**config.mk**
```make
export PLATFORM = sky130hd
export DESIGN_NAME = deadline_timer_queue_unit
export DESIGN_NICKNAME = d
export VERILOG_FILES = /design/src/sv/dtq_pkg.sv /design/src/sv/deadline_timer_queue_unit.sv /design/src/sv/dtq_ram.sv /design/src/sv/dtq_front.sv /design/src/sv/dtq_back.sv /design/src/sv/dtq_res_fifo.sv
export SDC_FILE = /design/constraint.sdc
export NUM_CORES = 2
export LEC_CHECK = 0
export BUFFER_PORTS_ARGS = -buffer_cell sky130_fd_sc_hd__buf_4
export CAP_MARGIN = 10
export CORE_ASPECT_RATIO = 0.8
export CORE_MARGIN = 2
export CORE_UTILIZATION = 59
export DETAILED_ROUTE_END_ITERATION = 8
export PLACE_DENSITY = 0.78
export SLEW_MARGIN = 20
export SYNTH_ARGS = -nofsm -noshare
export SYNTH_HDL_FRONTEND = slang
export SYNTH_HIERARCHICAL = 1
export SYNTH_SLANG_ARGS = --single-unit
```
**constraint.sdc**
```tcl
create_clock -name clk -period 9.2 [get_ports clk]
set_clock_uncertainty 0.15 [all_clocks]
set_input_delay 1.84 -clock clk [delete_from_list [all_inputs] [get_ports clk]]
set_output_delay 1.84 -clock clk [all_outputs]
set_load 0.005 [all_outputs]
```
**src/sv/dtq_pkg.sv**
```systemverilog
// Shared constants, codes and item types of the deadline timer queue.
// Depends on nothing; used by every module of the block but dtq_ram.
package dtq_pkg;

  localparam int NUM_TIMERS_DEF = 16;
  localparam int CMDQ_DEPTH     = 2;
  localparam int RESQ_DEPTH     = 2;

  localparam logic [1:0] CMD_TICK   = 2'd0;
  localparam logic [1:0] CMD_SET    = 2'd1;
  localparam logic [1:0] CMD_REMOVE = 2'd2;
  localparam logic [1:0] CMD_FIRE   = 2'd3;

  localparam logic [2:0] KIND_EXPIRED = 3'd0;
  localparam logic [2:0] KIND_SUMMARY = 3'd1;
  localparam logic [2:0] KIND_SET     = 3'd2;
  localparam logic [2:0] KIND_REMOVE  = 3'd3;
  localparam logic [2:0] KIND_FIRE    = 3'd4;

  typedef struct packed {
    logic [1:0]         cmd;
    logic [3:0]         timer_id;
    logic signed [31:0] amount;
    logic               id_ok;
  } cmd_item_t;

  typedef struct packed {
    logic [2:0]         kind;
    logic [3:0]         timer_id_res;
    logic signed [31:0] remaining;
    logic               flag;
    logic               last;
  } res_item_t;

  typedef struct packed {
    logic      avail;
    cmd_item_t item;
  } cq_out_t;

  typedef struct packed {
    logic      push;
    res_item_t item;
  } res_push_t;

endpackage

```
**src/sv/deadline_timer_queue_unit.sv**
```systemverilog
// Top level of the deadline timer queue: front end, back end, result queue.
// Depends on dtq_pkg, dtq_front, dtq_back, dtq_res_fifo and dtq_ram.
//
//   Channel   Ports                       Transfer when
//   input     in_push/in_full + fields    in_push && !in_full
//   result    out_pop/out_empty + fields  out_pop && !out_empty
//
// Set, remove and fire pass through the command queue; the back end takes
// each in its idle state and writes its result into the result queue.
// A tick is also taken in the idle state; then every result, one per
// expired timer and a final summary, comes from one full scan of the
// slot RAM, whose single registered read port delivers one slot per
// cycle.
// Reset is synchronous and clears the clock, the stamp counter, the armed
// bits and both queues; the slot RAM needs no clearing.
// A full result queue stalls the back end; a full command queue raises
// in_full. Each side stalls without losing a transfer.
module deadline_timer_queue_unit #(
  parameter int NUM_TIMERS = dtq_pkg::NUM_TIMERS_DEF
) (
  input  logic               clk,
  input  logic               rst_n,
  input  logic               in_push,
  output logic               in_full,
  input  logic [1:0]         in_cmd,
  input  logic [3:0]         in_timer_id,
  input  logic signed [31:0] in_amount,
  output logic               out_empty,
  input  logic               out_pop,
  output logic [2:0]         out_kind,
  output logic [3:0]         out_timer_id_res,
  output logic signed [31:0] out_remaining,
  output logic               out_flag,
  output logic               out_last
);

  // Commands wait in the front queue until the back end is free.
  dtq_pkg::cq_out_t   cq;
  logic               cq_pop;
  dtq_pkg::res_push_t res;
  logic               res_full;
  dtq_pkg::res_item_t head;

  dtq_front #(.NUM_TIMERS(NUM_TIMERS)) u_front (
    .clk         (clk),
    .rst_n       (rst_n),
    .in_push     (in_push),
    .in_full     (in_full),
    .in_cmd      (in_cmd),
    .in_timer_id (in_timer_id),
    .in_amount   (in_amount),
    .cq_o        (cq),
    .cq_pop      (cq_pop)
  );

  // The back end holds all timer state and writes one result per cycle
  // at most into the result queue.
  dtq_back #(.NUM_TIMERS(NUM_TIMERS)) u_back (
    .clk      (clk),
    .rst_n    (rst_n),
    .cq_i     (cq),
    .cq_pop   (cq_pop),
    .res_full (res_full),
    .res_o    (res)
  );

  dtq_res_fifo u_res (
    .clk   (clk),
    .rst_n (rst_n),
    .res_i (res),
    .full  (res_full),
    .empty (out_empty),
    .pop   (out_pop),
    .head  (head)
  );

  assign out_kind         = head.kind;
  assign out_timer_id_res = head.timer_id_res;
  assign out_remaining    = head.remaining;
  assign out_flag         = head.flag;
  assign out_last         = head.last;

endmodule

```
**src/sv/dtq_ram.sv**
```systemverilog
// Generic single-write, single-read RAM with a registered read port.
// Depends on nothing.
module dtq_ram #(
  parameter int WIDTH = 64,
  parameter int DEPTH = 16
) (
  input  logic                     clk,
  input  logic                     we,
  input  logic [$clog2(DEPTH)-1:0] waddr,
  input  logic [WIDTH-1:0]         wdata,
  input  logic [$clog2(DEPTH)-1:0] raddr,
  output logic [WIDTH-1:0]         rdata
);

  logic [WIDTH-1:0] mem [DEPTH];

  always_ff @(posedge clk) begin
    if (we) begin
      mem[waddr] <= wdata;
    end
    rdata <= mem[raddr];
  end

endmodule

```
**src/sv/dtq_front.sv**
```systemverilog
// Front end: accepts commands, checks the slot number and queues them.
// Depends on dtq_pkg.
module dtq_front #(
  parameter int NUM_TIMERS = dtq_pkg::NUM_TIMERS_DEF
) (
  input  logic               clk,
  input  logic               rst_n,
  input  logic               in_push,
  output logic               in_full,
  input  logic [1:0]         in_cmd,
  input  logic [3:0]         in_timer_id,
  input  logic signed [31:0] in_amount,
  output dtq_pkg::cq_out_t   cq_o,
  input  logic               cq_pop
);

  localparam int DEPTH = dtq_pkg::CMDQ_DEPTH;
  localparam int AW    = $clog2(DEPTH);
  localparam logic [8:0] NT = 9'(NUM_TIMERS);

  dtq_pkg::cmd_item_t mem_r [DEPTH];
  logic [AW-1:0] wr_ptr_r, rd_ptr_r;
  logic [AW:0]   cnt_r;
  logic          accept, pop_ok;
  dtq_pkg::cmd_item_t item;

  always_comb begin
    item.cmd      = in_cmd;
    item.timer_id = in_timer_id;
    item.amount   = in_amount;
    item.id_ok    = {5'd0, in_timer_id} < NT;
  end

  assign in_full    = cnt_r == (AW+1)'(DEPTH);
  assign accept     = in_push && !in_full;
  assign pop_ok     = cq_pop && (cnt_r != '0);
  assign cq_o.avail = cnt_r != '0;
  assign cq_o.item  = mem_r[rd_ptr_r];

  always_ff @(posedge clk) begin
    if (!rst_n) begin
      wr_ptr_r <= '0;
      rd_ptr_r <= '0;
      cnt_r    <= '0;
    end else begin
      if (accept) begin
        wr_ptr_r <= wr_ptr_r + 1'b1;
      end
      if (pop_ok) begin
        rd_ptr_r <= rd_ptr_r + 1'b1;
      end
      if (accept && !pop_ok) begin
        cnt_r <= cnt_r + 1'b1;
      end else if (!accept && pop_ok) begin
        cnt_r <= cnt_r - 1'b1;
      end
    end
  end

  always_ff @(posedge clk) begin
    if (accept) begin
      mem_r[wr_ptr_r] <= item;
    end
  end

endmodule

```
**src/sv/dtq_back.sv**
```systemverilog
// Back end: holds the timer state and carries out commands; a tick scans
// the slot RAM once per expired timer and once more. Depends on dtq_pkg and dtq_ram.
module dtq_back #(
  parameter int NUM_TIMERS = dtq_pkg::NUM_TIMERS_DEF
) (
  input  logic                clk,
  input  logic                rst_n,
  input  dtq_pkg::cq_out_t    cq_i,
  output logic                cq_pop,
  input  logic                res_full,
  output dtq_pkg::res_push_t  res_o
);

  localparam int IW = $clog2(NUM_TIMERS);
  localparam int CW = $clog2(NUM_TIMERS + 1);

  typedef enum logic [1:0] {ST_IDLE, ST_SCAN, ST_DECIDE} state_t;

  state_t state_r, state_nxt;
  logic [31:0] clock_r, clock_nxt, stamp_r, stamp_nxt;
  logic [NUM_TIMERS-1:0] armed_r, armed_nxt;
  logic [CW-1:0] cnt_r, cnt_nxt;
  logic due_found_r, due_found_nxt, any_found_r, any_found_nxt;
  logic [IW-1:0] due_idx_r, due_idx_nxt;
  logic signed [31:0] due_diff_r, due_diff_nxt, any_diff_r, any_diff_nxt;
  logic [31:0] due_stamp_r, due_stamp_nxt, any_stamp_r, any_stamp_nxt;

  logic ram_we;
  logic [IW-1:0] ram_waddr, ram_raddr, proc_idx, cmd_idx;
  logic [63:0] ram_wdata, ram_rdata;
  logic signed [31:0] diff;
  logic [31:0] cand_stamp;
  logic ahead_due, ahead_any;

  dtq_ram #(.WIDTH(64), .DEPTH(NUM_TIMERS)) u_ram (
    .clk   (clk),
    .we    (ram_we),
    .waddr (ram_waddr),
    .wdata (ram_wdata),
    .raddr (ram_raddr),
    .rdata (ram_rdata)
  );

  assign cmd_idx    = IW'(cq_i.item.timer_id);
  assign proc_idx   = IW'(cnt_r - 1'b1);
  assign diff       = signed'(ram_rdata[63:32] - clock_r);
  assign cand_stamp = ram_rdata[31:0];
  assign ahead_due  = !due_found_r || (diff < due_diff_r) ||
                      ((diff == due_diff_r) && (cand_stamp < due_stamp_r));
  assign ahead_any  = !any_found_r || (diff < any_diff_r) ||
                      ((diff == any_diff_r) && (cand_stamp < any_stamp_r));

  always_comb begin
    state_nxt     = state_r;
    clock_nxt     = clock_r;
    stamp_nxt     = stamp_r;
    armed_nxt     = armed_r;
    cnt_nxt       = cnt_r;
    due_found_nxt = due_found_r;
    due_idx_nxt   = due_idx_r;
    due_diff_nxt  = due_diff_r;
    due_stamp_nxt = due_stamp_r;
    any_found_nxt = any_found_r;
    any_diff_nxt  = any_diff_r;
    any_stamp_nxt = any_stamp_r;
    cq_pop        = 1'b0;
    ram_we        = 1'b0;
    ram_waddr     = cmd_idx;
    ram_wdata     = {clock_r + $unsigned(cq_i.item.amount), stamp_r};
    ram_raddr     = IW'(cnt_r);
    res_o         = '0;
    unique case (state_r)
      ST_IDLE: begin
        if (cq_i.avail && !res_full) begin
          cq_pop = 1'b1;
          res_o.item.timer_id_res = cq_i.item.timer_id;
          res_o.item.last         = 1'b1;
          case (cq_i.item.cmd)
            dtq_pkg::CMD_SET: begin
              res_o.push      = 1'b1;
              res_o.item.kind = dtq_pkg::KIND_SET;
              if (cq_i.item.id_ok) begin
                ram_we             = 1'b1;
                armed_nxt[cmd_idx] = 1'b1;
                stamp_nxt          = stamp_r + 32'd1;
              end
            end
            dtq_pkg::CMD_REMOVE, dtq_pkg::CMD_FIRE: begin
              res_o.push      = 1'b1;
              res_o.item.kind = (cq_i.item.cmd == dtq_pkg::CMD_REMOVE) ?
                                dtq_pkg::KIND_REMOVE : dtq_pkg::KIND_FIRE;
              res_o.item.flag = cq_i.item.id_ok && armed_r[cmd_idx];
              if (cq_i.item.id_ok) begin
                armed_nxt[cmd_idx] = 1'b0;
              end
            end
            default: begin
              clock_nxt     = clock_r + $unsigned(cq_i.item.amount);
              state_nxt     = ST_SCAN;
              cnt_nxt       = '0;
              due_found_nxt = 1'b0;
              any_found_nxt = 1'b0;
            end
          endcase
        end
      end
      ST_SCAN: begin
        if ((cnt_r != '0) && armed_r[proc_idx]) begin
          if (ahead_any) begin
            any_found_nxt = 1'b1;
            any_diff_nxt  = diff;
            any_stamp_nxt = cand_stamp;
          end
          if ((diff <= 0) && ahead_due) begin
            due_found_nxt = 1'b1;
            due_idx_nxt   = proc_idx;
            due_diff_nxt  = diff;
            due_stamp_nxt = cand_stamp;
          end
        end
        if (cnt_r == CW'(NUM_TIMERS)) begin
          state_nxt = ST_DECIDE;
        end else begin
          cnt_nxt = cnt_r + 1'b1;
        end
      end
      ST_DECIDE: begin
        if (!res_full) begin
          res_o.push = 1'b1;
          if (due_found_r) begin
            res_o.item.kind         = dtq_pkg::KIND_EXPIRED;
            res_o.item.timer_id_res = 4'(due_idx_r);
            armed_nxt[due_idx_r]    = 1'b0;
            state_nxt               = ST_SCAN;
            cnt_nxt                 = '0;
            due_found_nxt           = 1'b0;
            any_found_nxt           = 1'b0;
          end else begin
            res_o.item.kind      = dtq_pkg::KIND_SUMMARY;
            res_o.item.remaining = any_found_r ? any_diff_r : 32'sd0;
            res_o.item.flag      = !any_found_r;
            res_o.item.last      = 1'b1;
            state_nxt            = ST_IDLE;
          end
        end
      end
      default: state_nxt = ST_IDLE;
    endcase
  end

  always_ff @(posedge clk) begin
    if (!rst_n) begin
      state_r     <= ST_IDLE;
      clock_r     <= '0;
      stamp_r     <= '0;
      armed_r     <= '0;
      cnt_r       <= '0;
      due_found_r <= 1'b0;
      any_found_r <= 1'b0;
    end else begin
      state_r     <= state_nxt;
      clock_r     <= clock_nxt;
      stamp_r     <= stamp_nxt;
      armed_r     <= armed_nxt;
      cnt_r       <= cnt_nxt;
      due_found_r <= due_found_nxt;
      any_found_r <= any_found_nxt;
    end
    due_idx_r   <= due_idx_nxt;
    due_diff_r  <= due_diff_nxt;
    due_stamp_r <= due_stamp_nxt;
    any_diff_r  <= any_diff_nxt;
    any_stamp_r <= any_stamp_nxt;
  end

endmodule

```
**src/sv/dtq_res_fifo.sv**
```systemverilog
// Result queue between the back end and the result ports.
// Depends on dtq_pkg.
module dtq_res_fifo (
  input  logic               clk,
  input  logic               rst_n,
  input  dtq_pkg::res_push_t res_i,
  output logic               full,
  output logic               empty,
  input  logic               pop,
  output dtq_pkg::res_item_t head
);

  localparam int DEPTH = dtq_pkg::RESQ_DEPTH;
  localparam int AW    = $clog2(DEPTH);

  dtq_pkg::res_item_t mem_r [DEPTH];
  logic [AW-1:0] wr_ptr_r, rd_ptr_r;
  logic [AW:0]   cnt_r;
  logic          wr_ok, rd_ok;

  assign full  = cnt_r == (AW+1)'(DEPTH);
  assign empty = cnt_r == '0;
  assign wr_ok = res_i.push && !full;
  assign rd_ok = pop && !empty;
  assign head  = mem_r[rd_ptr_r];

  always_ff @(posedge clk) begin
    if (!rst_n) begin
      wr_ptr_r <= '0;
      rd_ptr_r <= '0;
      cnt_r    <= '0;
    end else begin
      if (wr_ok) begin
        wr_ptr_r <= wr_ptr_r + 1'b1;
      end
      if (rd_ok) begin
        rd_ptr_r <= rd_ptr_r + 1'b1;
      end
      if (wr_ok && !rd_ok) begin
        cnt_r <= cnt_r + 1'b1;
      end else if (!wr_ok && rd_ok) begin
        cnt_r <= cnt_r - 1'b1;
      end
    end
  end

  always_ff @(posedge clk) begin
    if (wr_ok) begin
      mem_r[wr_ptr_r] <= res_i.item;
    end
  end

endmodule

```
== Word level (Yosys, flattened, before mapping) ==
Memory sizes are Yosys's and may differ from the RTL's. A register that Yosys moved wholly into a read port is not among the register bits.
Cells that the tools add are included.

* Register bits after elaboration: 229
* Bits in writable memories: 1182
* Output and inout bits: 43
* Word-level logic and storage cells: 191
* Memories: 3

* Add/subtract/negate cells: 13
* $lt $le $gt $ge: 10
* Equality and inequality tests: 22
* Multiplexer cells: 71
* Bitwise logic cells: 6
* Reduce and logical (&&, ||, !) cells: 48

{| class="wikitable"
|+ Memories
! name !! depth !! bits a word !! rd ports !! clocked after memory_dff !! wr ports !! line !! RTL
|-
| u_back.u_ram.mem || 16 || 64 || 1 || 1 || 1 || dtq_ram.sv:15 || <nowiki>logic [WIDTH-1:0] mem [DEPTH];</nowiki>
|-
| u_res.mem_r || 2 || 41 || 1 || 1 || 1 || dtq_res_fifo.sv:16 || <nowiki>dtq_pkg::res_item_t mem_r [DEPTH];</nowiki>
|-
| u_front.mem_r || 2 || 38 || 1 || 1 || 1 || dtq_front.sv:21 || <nowiki>dtq_pkg::cmd_item_t mem_r [DEPTH];</nowiki>
|}

{| class="wikitable"
|+ Operators by type and width
! kind !! count
|-
| $lt A32 B32 Y1 || 4
|-
| $mux W16 || 5
|-
| $eq A32 B32 Y1 || 2
|-
| $mux W32 || 2
|-
| $pmux W16 S2 || 2
|-
| $mux W42 || 1
|-
| $mux W34 || 1
|-
| $add A32 B1 Y32 const B || 1
|-
| $add A32 B32 Y32 || 1
|-
| $and A16 B16 Y16 || 2
|-
| $le A32 B1 Y1 const B || 1
|-
| $mux W1 || 32
|-
| $not A16 Y16 || 2
|-
| $sub A32 B32 Y32 || 1
|-
| $mux W5 || 5
|-
| $mux W2 || 9
|-
| $or A16 B16 Y16 || 1
|-
| $pmux W8 S2 || 1
|-
| $logic_and A1 B1 Y1 || 15
|-
| $lt A4 B5 Y1 const B || 3
|-
| $pmux W5 S3 || 1
|-
| $reduce_and A7 Y1 || 2
|-
| $ne A2 B1 Y1 const B || 6
|-
| $reduce_and A6 Y1 || 2
|-
| other kinds (33) || 68
|}

== Longest topological paths before layout ==
* Depth after elaboration: 10
* Mapped depth: 21

== Modules after synthesis ==
Netlist, hierarchy kept.

{| class="wikitable"
|+ Modules (own cells, without submodules)
! module !! times used !! cells an instance !! area an instance (um^2) !! seq. area each (um^2)
|-
| dtq_ram || 1 || 1647 || 39581.7 || 32030.7
|-
| dtq_back || 1 || 1685 || 15407.3 || 5745.5
|-
| dtq_res_fifo || 1 || 153 || 3183.1 || 2562.5
|-
| dtq_front || 1 || 145 || 2990.4 || 2382.3
|}

== Worst setup path after synthesis ==
OpenSTA, ideal clock, no wires.

* Kind: reg-to-reg
* Start: register u_back.clock_r[6]
* End: register u_back.due_diff_r[0], enable pin
* Setup time: 0.494 ns
* Data arrival time: 6.640 ns
* Required time: 8.556 ns
* Slack: 1.916 ns
* Cell stages (with the launch flop): 20
* Path buffers: 0
* Clock period less this slack: 7.284 ns
* Path through: dfxtp_1 inv_1 ha_1 and2_4 nor4_2 a21oi_2 o21ai_1 and4b_1 o31ai_1 a21oi_1 xnor2_1 ha_1 nand4_1 nor2_1 nand2_1 or4_1 nor3b_1 a31o_2 o21ai_0 nor2_1

* Longest elaborated chain between the ends: 6

{| class="wikitable"
|+ RTL lines
! what !! line !! RTL
|-
| from (decl) || dtq_back.sv:20 || <nowiki>logic [31:0] clock_r, clock_nxt, stamp_r, stamp_nxt;</nowiki>
|-
| from (signal assigned) || dtq_back.sv:162 || <nowiki>clock_r <= clock_nxt;</nowiki>
|-
| $sub A32 B32 Y32 * || dtq_back.sv:46 || <nowiki>assign diff = signed'(ram_rdata[63:32] - clock_r);</nowiki>
|-
| via u_back.diff[31] || dtq_back.sv:31 || <nowiki>logic signed [31:0] diff;</nowiki>
|-
| $lt A32 B32 Y1 or $eq A32 B32 Y1 (tied branches) || dtq_back.sv:48, dtq_back.sv:49 ||
|-
| $logic_or A1 B1 Y1 or $logic_and A1 B1 Y1 (tied branches) || dtq_back.sv:48, dtq_back.sv:49 ||
|-
| $logic_or A1 B1 Y1 || dtq_back.sv:48 || <nowiki>assign ahead_due = !due_found_r || (diff < due_diff_r) ||</nowiki>
|-
| $logic_and A1 B1 Y1 * || dtq_back.sv:114 || <nowiki>if ((diff <= 0) && ahead_due) begin</nowiki>
|-
| $reduce_and A3 Y1 (no source line) * || n/a ||
|-
| to (signal assigned) || dtq_back.sv:170 || <nowiki>due_diff_r <= due_diff_nxt;</nowiki>
|-
| to (decl) || dtq_back.sv:25 || <nowiki>logic signed [31:0] due_diff_r, due_diff_nxt, any_diff_r, any_diff_nxt;</nowiki>
|}

The timed path passes the listed nets; every way through them passes the cells marked *.
A chain may end at the register's enable or synchronous reset.

== Worst setup path after layout ==
* Start: register u_back.clock_r[6]
* End: register u_back.any_stamp_r[2], enable pin

* Longest elaborated chain between the ends: 5

{| class="wikitable"
|+ RTL lines
! what !! line !! RTL
|-
| $sub A32 B32 Y32 * || dtq_back.sv:46 ||
|-
| via u_back.diff[25] || dtq_back.sv:31 ||
|-
| $lt A32 B32 Y1 or $eq A32 B32 Y1 (tied branches) || dtq_back.sv:50, dtq_back.sv:51 ||
|-
| $logic_or A1 B1 Y1 or $logic_and A1 B1 Y1 (tied branches) || dtq_back.sv:50, dtq_back.sv:51 ||
|-
| $logic_or A1 B1 Y1 * || dtq_back.sv:50 || <nowiki>assign ahead_any = !any_found_r || (diff < any_diff_r) ||</nowiki>
|-
| $reduce_and A3 Y1 (no source line) * || n/a ||
|-
| to (signal assigned) || dtq_back.sv:173 || <nowiki>any_stamp_r <= any_stamp_nxt;</nowiki>
|-
| to (decl) || dtq_back.sv:26 || <nowiki>logic [31:0] due_stamp_r, due_stamp_nxt, any_stamp_r, any_stamp_nxt;</nowiki>
|}

Marks and branches as above.

==> qor.txt <==
Minimum clock period: 6.208 ns
CTS buffer count: 140
Place WS: 3.200 ns
Layout area overhead: 11.47%
WS Path Type: flop to flop
Cell count after synthesis: 3630
Total global routing overflow: 0
Synth top area cells: edfxtp_1 65%, mux4_2 9.8%, dfxtp_1 5.3%
Run status: finished, final reports clean
# H-tree levels: 4
Setup crit end kind: flop
Die Wd: 364.0 um
# DRC: 0
Total clock sinks: 1477
Core area: 102600 um^2
Die area: 106300 um^2
Post-synth EDFFs: 1314
First-pass GRT wire length: 213400 um
R2r endpoint: u_back/any_stamp_r[2]
RSZ-0062 raised after global routing: no
DR vias: 34070
Clock root cell: clkbuf_16
Total of max-cap violations: 0
Initial antenna violation count: 7
PostCTS Resize Cnt: 0
Row count: 105
Critical path arrival: 6.46 ns
Drt first pass iters: 5
Async SR Flop Fraction: 0
Req. time, crit path: 9.45 ns
Power density over the cells: 279.0 nW/um^2
Net Sw Power: 5635 uW
GRT Total Usage: 0.2739
Total wire length: 143900 um
Post-Syn Nets: 3873
Final-report max-slew violation count: 0
Nets: 4028
Crit path from: u_back/clock_r[6]
Share of cells above drive strength 1: 0.1904
Clock Tree Buf Depth: 3
Reg clk slew, reported paths: 0.06 ns
LEAKAGE: 0.02218 uW
# setup viols final: 0
1st-iter DRT viols: 4448
DP HPWL: 81410 um
Endpoints failing hold: 0
Final period utilization: 0.6748
Flop2flop setup slack: 2.99 ns
Netlist cell types: 84
Share of the synthesized area in the top cell type: 0.6451
# hold bufs at CTS: 0
Pint: 13390 uW
Synth Area per Inst: 16.85 um^2
Synth Flop Type: edfxtp_1
#FFs+latches synth: 1477
Num ports: 85
WHS Path Cells: 2
Die height: 292.0 um
PortBufs: 84
Most common cell after layout, fill and taps aside: edfxtp_1
Clock share of power: 0.300
Reg2reg start: u_back/clock_r[6]
Avg WL per Cell: 27.20 um
Max VDD drop: 0.2253 mV
Hold EP: u_back/clock_r[15]
Post-DRT Antenna Nets: 0
Sequential power share: 0.444
Post-route setup TNS: 0 ns
Largest net degree at the start of global routing: 130
Final worst slack: 2.992 ns
Vias/cell: 6.442
CP Max Fanout: 39
Initial Util: 0.5961
Post-synthesis sequential area ratio: 0.6985
Post-synth top area cell: edfxtp_1
Combinational fraction of design power: 0.256
RePlAce Congestion: 0.9437
Fmax: 161.1 MHz
FF-to-FF path depth: 20
Antenna Cells: 0
Hold path startpoint: u_back/clock_r[15]
Critical Path Source Type: flop
Switching Share: 0.2962
Hold Crit Class: flop to flop
Util after Layout: 0.6645
Post-CTS Setup Inserts: 0
Vias in the first global route: 33490
CTS tree: yes
Worst-Skew Late Latency: 0.79 ns
Rel. slew slack: 0.2676
Worst slew pin tran: 1.099 ns
Ys Warns: 6
Commonest non-fill, non-tap cells in the layout: 1314 x edfxtp_1, 266 x mux4_2, 200 x inv_1
Post-Syn Area: 61160 um^2
==> layout make-up <==
type,count,area [um^2]
clock buffer,188,3816
clock inverter,66,676.9
fill,6656,34420
inverter,204,767.0
multi-input combinational,1809,17280
sequential,1477,42730
tap,1391,1740
timing repair buffer,153,1174
==> worst max-delay path, cell delays in order, from the launching register on <==
cell and delay [ns]:
dfxtp_1 0.36, inv_1 0.06, ha_1 0.37, and2_4 0.21, nor4_2 0.44, a21oi_2 0.20
o31ai_4 0.35, a22oi_2 0.14, a31oi_1 0.22, xnor2_1 0.28, ha_1 0.35, a21o_1 0.19
a21o_1 0.17, a21o_1 0.18, a211oi_1 0.25, o211ai_1 0.16, o221ai_1 0.19, a21oi_1 0.06
o21ai_0 0.13, and2_2 0.74, buf_4 0.60
==> kinds of logic after synthesis <==
logic type	after synthesis	synth area share
DFF	1477	0.6985
and+or+nand+nor	588	0.04760
AOI/OAI and AO/OA	581	0.06260
muxes	350	0.1133
buffers and inverters	344	0.02396
adders and majority gates	201	0.04136
xor gates and xnor gates	88	0.01260
other	1	0.00006131
==> power by group through the flow <==
stage,Combinational (uW),Clock [uW],Sequential [uW]
after floorplan,3440,0,8480
after global placement,4640,0,8570
after detailed placement,4730,0,8590
after CTS,4790,5790,8450
after global routing,5320,6030,8480
final,4870,5710,8440
==> how the worst max path moves through the flow <==
stage | slack (ns) | to | cells past startpoint
4_1_cts | 3.12 | u_back/any_stamp_r[2] | 20
5_1_grt | 2.70 | u_back/any_stamp_r[3] | 20
3_3_place_gp | 3.28 | u_back/any_stamp_r[3] | 20
2_1_floorplan | 1.92 | u_back/due_diff_r[0] | 19
3_5_place_dp | 3.20 | u_back/any_stamp_r[2] | 20
6_report | 2.99 | u_back/any_stamp_r[2] | 20
==> per-stage QoR <==
step                      total power, uW  instance area (um^2)  cells  hold slack [ns]
after detailed placement            13320                 63590   5034           0.3163
final                               19020                 68180   5288           0.3257
after global routing                19820                 68180   5288           0.3544
after global placement              13210                 63560   5034           0.3063
after CTS                           19030                 68080   5288           0.3294
after floorplan                     11920                 61160   3630           0.2801
==> sequential cells by signal, summed over array words and instances (netlist names), named ones only <==
name	count
u_back/clock_r	32
u_res/wr_ptr_r	1
u_back/any_stamp_r	32
u_back/cnt_r	5
u_back/due_diff_r	32
u_back/state_r	2
u_back/any_diff_r	32
u_back/due_found_r	1
u_back/u_ram/mem	1024
u_back/any_found_r	1
u_front/mem_r	76
u_back/u_ram/rdata	64
u_res/mem_r	82
u_back/due_idx_r	4
u_res/rd_ptr_r	1
u_front/rd_ptr_r	1
u_back/stamp_r	32
u_res/cnt_r	2
u_front/wr_ptr_r	1
u_back/due_stamp_r	32
u_front/cnt_r	2
==> layer usage <==
layer  wire [um]  vias up  GRT usage  share of wire
met3       15600      303    0.05747           0.11
met2       65510     1879     0.4084           0.46
met5           0        -          0              0
met1       58270    17260     0.4037           0.41
li1            -    14620          -              -
met4        4473        0    0.09959          0.031
==> synthesized netlist by cell type (all sizes together), types with 50 or more instances <==
master and n:
o21ai 88, and3 53, buf 67, nor2 124, mux4 266, a21oi 173, ha 199, xnor2 50
clkbuf 73, edfxtp 1314, dfxtp 163, nand2 192, a22oi 130, inv 204, mux2 80
No activity file was read; power rests on OpenSTA's default activity.
